## src/sv/lifexp_pkg.sv

```systemverilog
package lifexp_pkg;

   // Fixed-point format and field widths
   localparam int FRAC_BITS         = 16;
   localparam int INDEX_WIDTH       = 16;
   localparam int Q_WIDTH           = 32;
   localparam int REFR_WIDTH        = 16;
   localparam int CSR_INDEX_WIDTH   = 4;
   localparam int WIDE_WIDTH        = 64;

   localparam logic signed [Q_WIDTH-1:0] Q_MAX =
      {1'b0, {(Q_WIDTH-1){1'b1}}};
   localparam logic signed [Q_WIDTH-1:0] Q_MIN =
      {1'b1, {(Q_WIDTH-1){1'b0}}};
   localparam logic signed [WIDE_WIDTH-1:0] WIDE_Q_MAX = WIDE_WIDTH'(Q_MAX);
   localparam logic signed [WIDE_WIDTH-1:0] WIDE_Q_MIN = WIDE_WIDTH'(Q_MIN);
   localparam logic signed [WIDE_WIDTH-1:0] Q_ROUND =
      WIDE_WIDTH'(64'sd1 <<< (FRAC_BITS - 1));
   localparam logic signed [Q_WIDTH-1:0] Q_ONE =
      Q_WIDTH'(64'sd1 <<< FRAC_BITS);

   // Configuration register indexes
   typedef enum logic [CSR_INDEX_WIDTH-1:0] {
      REG_EXT_CURRENT   = 4'd0,
      REG_P20_GAIN      = 4'd1,
      REG_P11_EXC_DECAY = 4'd2,
      REG_P11_INH_DECAY = 4'd3,
      REG_P21_EXC_GAIN  = 4'd4,
      REG_P21_INH_GAIN  = 4'd5,
      REG_P22_DECAY     = 4'd6,
      REG_THRESHOLD     = 4'd7
   } lifexp_reg_type;

   typedef struct packed {
      logic signed [Q_WIDTH-1:0] ext_current;
      logic signed [Q_WIDTH-1:0] p20_gain;
      logic signed [Q_WIDTH-1:0] p11_exc_decay;
      logic signed [Q_WIDTH-1:0] p11_inh_decay;
      logic signed [Q_WIDTH-1:0] p21_exc_gain;
      logic signed [Q_WIDTH-1:0] p21_inh_gain;
      logic signed [Q_WIDTH-1:0] p22_decay;
      logic signed [Q_WIDTH-1:0] threshold;
   } lifexp_cfg_type;

   typedef struct packed {
      logic [INDEX_WIDTH-1:0]    neuron_index;
      logic                      last_neuron;
      logic signed [Q_WIDTH-1:0] stim_0;
      logic signed [Q_WIDTH-1:0] stim_1;
      logic signed [Q_WIDTH-1:0] weighted_exc;
      logic signed [Q_WIDTH-1:0] weighted_inh;
      logic signed [Q_WIDTH-1:0] syn_exc;
      logic signed [Q_WIDTH-1:0] syn_inh;
      logic [REFR_WIDTH-1:0]     refractory_left;
      logic signed [Q_WIDTH-1:0] membrane_v;
   } lifexp_item_type;

   typedef struct packed {
      logic [INDEX_WIDTH-1:0]    neuron_index_out;
      logic                      last_out;
      logic signed [Q_WIDTH-1:0] syn_exc_out;
      logic signed [Q_WIDTH-1:0] syn_inh_out;
      logic [REFR_WIDTH-1:0]     refractory_out;
      logic signed [Q_WIDTH-1:0] membrane_v_out;
      logic signed [Q_WIDTH-1:0] stim_0_out;
      logic signed [Q_WIDTH-1:0] stim_1_out;
      logic                      fired;
   } lifexp_result_type;

   // Clamp a wide signed value into the Q range
   function automatic logic signed [Q_WIDTH-1:0] q_sat(
      input logic signed [WIDE_WIDTH-1:0] v
   );
      logic signed [Q_WIDTH-1:0] r;
      if (v > WIDE_Q_MAX) begin
         r = Q_MAX;
      end else if (v < WIDE_Q_MIN) begin
         r = Q_MIN;
      end else begin
         r = v[Q_WIDTH-1:0];
      end
      return r;
   endfunction

   // Saturating add
   function automatic logic signed [Q_WIDTH-1:0] q_add(
      input logic signed [Q_WIDTH-1:0] a,
      input logic signed [Q_WIDTH-1:0] b
   );
      logic signed [WIDE_WIDTH-1:0] s;
      s = WIDE_WIDTH'(a) + WIDE_WIDTH'(b);
      return q_sat(s);
   endfunction

   // Saturating subtract
   function automatic logic signed [Q_WIDTH-1:0] q_sub(
      input logic signed [Q_WIDTH-1:0] a,
      input logic signed [Q_WIDTH-1:0] b
   );
      logic signed [WIDE_WIDTH-1:0] s;
      s = WIDE_WIDTH'(a) - WIDE_WIDTH'(b);
      return q_sat(s);
   endfunction

   // Fixed-point multiply, round half up, saturate
   function automatic logic signed [Q_WIDTH-1:0] q_mul(
      input logic signed [Q_WIDTH-1:0] a,
      input logic signed [Q_WIDTH-1:0] b
   );
      logic signed [WIDE_WIDTH-1:0] p;
      p = WIDE_WIDTH'(a) * WIDE_WIDTH'(b);
      p = p + Q_ROUND;
      return q_sat(p >>> FRAC_BITS);
   endfunction

endpackage

```

## src/sv/lifexp_csr.sv

```systemverilog
module lifexp_csr
   import lifexp_pkg::*;
(
   input  logic                       clock,
   input  logic                       reset,
   input  logic                       csr_valid,
   input  logic [CSR_INDEX_WIDTH-1:0] csr_index,
   input  logic [Q_WIDTH-1:0]         csr_wdata,
   output lifexp_cfg_type             cfg
);

   lifexp_cfg_type cfg_ff;
   lifexp_cfg_type cfg_in;

   // Decode the register index; drop writes beyond the list
   always_comb begin
      cfg_in = cfg_ff;
      if (csr_valid) begin
         case (csr_index)
            REG_EXT_CURRENT:   cfg_in.ext_current   = csr_wdata;
            REG_P20_GAIN:      cfg_in.p20_gain      = csr_wdata;
            REG_P11_EXC_DECAY: cfg_in.p11_exc_decay = csr_wdata;
            REG_P11_INH_DECAY: cfg_in.p11_inh_decay = csr_wdata;
            REG_P21_EXC_GAIN:  cfg_in.p21_exc_gain  = csr_wdata;
            REG_P21_INH_GAIN:  cfg_in.p21_inh_gain  = csr_wdata;
            REG_P22_DECAY:     cfg_in.p22_decay     = csr_wdata;
            REG_THRESHOLD:     cfg_in.threshold     = csr_wdata;
            default:           cfg_in = cfg_ff;
         endcase
      end
   end

   // Reset: voltage decay 1.0, every other register 0
   always_ff @(posedge clock) begin
      if (reset) begin
         cfg_ff <= {{6{{Q_WIDTH{1'b0}}}}, Q_ONE, {Q_WIDTH{1'b0}}};
      end else begin
         cfg_ff <= cfg_in;
      end
   end

   assign cfg = cfg_ff;

endmodule

```

## config.mk

```make
export PLATFORM = sky130hd
export DESIGN_NAME = lifexp_csr
export DESIGN_NICKNAME = d
export VERILOG_FILES = /design/src/sv/lifexp_pkg.sv /design/src/sv/lifexp_csr.sv
export SDC_FILE = /design/constraint.sdc
export NUM_CORES = 1
export LEC_CHECK = 0
export ABC_AREA = 1
export BUFFER_PORTS_ARGS = -buffer_cell sky130_fd_sc_hd__buf_2
export CORE_ASPECT_RATIO = 0.8
export CORE_MARGIN = 4
export CORE_UTILIZATION = 50
export CTS_BUF_LIST = sky130_fd_sc_hd__clkbuf_4
export DETAILED_ROUTE_END_ITERATION = 7
export PLACE_DENSITY = 0.8
export SKIP_CTS_REPAIR_TIMING = 1
export SYNTH_ARGS = -nofsm -noshare
export SYNTH_HDL_FRONTEND = slang
export SYNTH_SLANG_ARGS = --single-unit
```

## constraint.sdc

```tcl
create_clock -name clock -period 1.7 [get_ports clock]
set_input_delay 0.255 -clock clock [delete_from_list [all_inputs] [get_ports clock]]
set_output_delay 0.255 -clock clock [all_outputs]
set_load 0.01 [all_outputs]
```

==> flow_summary.ini <==
[routing]
drt-wirelength-per-cell_um = 14.9
antenna_left = 0
wirelength_um = 31500
drtIter0Drc = 788
drtPass1Iterations = 5
via_count = 10300
drc = 0
vias_per_cell = 4.87

[global_route]
gr-total-overflow = 0
antenna_found_initial = 1
track_usage = 0.266
grt_pass1_wl_um = 48200
grt_pass1_vias = 9155
grt_max_degree = 65

[yosys]
synth_top_family_by_area = simple AND/OR/NAND/NOR gates
synthSimpleGateAreaFrac = 0.410
synth-seq-area-share = 0.510
yosysWarnings = 0
yosysUniqueCellTypes = 15
syn_area_um2 = 10000
syn_avg_cell_area_um2 = 6.75
synth_compound_area_frac = 0.000498
synth_xor_area_frac = 0
synthAdderAreaFrac = 0
netlist_instances = 1488
synth_seq_cells = 256
synth_fp_nets = 1527
yosys-mux-area-fraction = 0

[worst_setup_path]
worstPathCellList = buf_2
worstPathMaxFanout = 2
cp-start-kind = register
r2r_setup_slack_ns = 0.97
path_class = register to output pin
crit_family = flip-flops
crit_cells = 1
cpPeakStageDelay_ns = 0.38
worstPathArrival_ns = 1.18
cp.required_ns = 1.44
r2r_start = cfg[157]$_SDFFE_PP0P_
path_buf_inv = 1
end_kind = output pin
r2r_cells = 4
reg2reg_to = cfg[157]$_SDFFE_PP0P_
slowest_stage = dfxtp_1

[finish]
area_growth_pct = 29.0
multiInputGateArea_um2 = 4150
drive_gt1_frac = 0.234
fillCellCount = 1762
register_area_um2 = 5120
mostFrequentLayoutCell = nor2_1
final_cell_mix = 511 x nor2_1, 451 x nand2_1, 294 x buf_2
largest_reg_flops = 256
final_nets = 1859

[clock_network]
cts_buffers = 67
clock_sinks = 256
clockRootBuffer = clkbuf_4
h-tree-depth = 3
clk_path_buf_depth = 3
insertion_delay_ns = 0.61
clk_pin_slew_ns = 0.07
cts_tree = built

[placement]
place.gp.congestion = 0.883
dp_hpwl_um = 21500
io_buffers = 294

[sta]
maxSlewViolCount = 0
hold_viol_final = 0
finalClockSkew_ns = 0
slew_headroom = 0.704
period_needed_ns = 1.43
grt_setup_unrepaired = false
setup_viol = 0
tightest_slew_ns = 0.443
tns_ns = 0
fmax_ghz = 0.699
finalCritPeriodShare = 0.842

[floorplanning]
die_w_um = 166
start_util = 0.507
design.die.area_um2 = 22400
ios = 295
rows = 46
die_h_um = 135
fp.coreArea_um2 = 19800

[worst_hold_path]
min_from = reset
min_path_cells = 4
holdPathEnd = cfg[217]$_SDFFE_PP0P_
worstHoldPathType = input port to register

[status]
status = finished clean

[flow_run]
drv_cap = 0

[power_and_ir_drop]
total_power_uw = 12500
p_leak_uw = 0.00686
ir_worst_vdd_v = 0.000666
p_per_area_nw_per_um2 = 965
## cell type report
type,instances,share of cell area
sequential,256,0.396
multi-input combinational,1041,0.320
timing repair buffer,353,0.167
clock buffer,93,0.0539
inverter,101,0.0298
tap,264,0.0255
clock inverter,10,0.00734
antenna,1,0.000193
## per-layer routing
metal	track usage	up-vias	routed length (um)	share of wire
met5	0	-	0	0
met4	0.0950	0	847	0.027
met3	0.0819	77	3380	0.11
met2	0.409	464	14000	0.44
met1	0.359	4625	13300	0.42
li1	-	5155	-	-
## synthesized netlist by cell type (all sizes together)
| cell type | number | area share |
|---|---|---|
| clkbuf | 38 | 0.014 |
| nand3 | 4 | 0.0037 |
| o21ai | 1 | 0.00050 |
| nand4 | 64 | 0.040 |
| buf | 52 | 0.027 |
| nand2 | 451 | 0.17 |
| inv | 101 | 0.038 |
| nand3b | 1 | 0.00075 |
| nor2 | 520 | 0.20 |
| dfxtp | 256 | 0.51 |
## cell families after synthesis
| logic type | after synthesis |
|---|---|
| and+or+nand+nor | 1040 |
| DFF | 256 |
| buffers and inverters | 191 |
| AOI/OAI and AO/OA | 1 |
## report_power, final
group          internal, uW  total, uW  switching [uW]
registers              6130       6210            74.2
logic                   391       1120             727
clock network          2800       5170            2380
## worst max path at each step
stage                           from               endpoint  slack [ns]
5_1_grt         cfg[68]$_SDFFE_PP0P_                cfg[68]        0.20
3_3_place_gp            csr_index[3]   cfg[69]$_SDFFE_PP0P_        0.35
4_1_cts         cfg[38]$_SDFFE_PP0P_                cfg[38]        0.22
6_report       cfg[114]$_SDFFE_PP0P_               cfg[114]        0.27
3_5_place_dp            csr_index[3]  cfg[101]$_SDFFE_PP0P_        0.29
2_1_floorplan           csr_index[3]  cfg[188]$_SDFFE_PP0P_        0.49
## per-stage QoR
step | std cells | instance area, um^2 | hold WS, ns | setup slack (ns) | util
after floorplan | 1488 | 10000 | 0.381 | 0.488 | -
after global placement | 1983 | 11800 | 0.457 | 0.352 | 0.598
after detailed placement | 1983 | 11800 | 0.466 | 0.287 | 0.598
after CTS | 2086 | 12600 | -0.174 | 0.224 | 0.638
after global routing | 2119 | 13000 | 0.0301 | 0.195 | 0.654
final | 2119 | 13000 | 0.0626 | 0.269 | 0.654
## worst register-to-register path: stages (launching register included)
cell	delay (ns)
dfxtp_1	0.34
inv_1	0.05
nand2_1	0.07
nand2_1	0.08
nor2_1	0.13
Power figures use the tool's default switching activity.
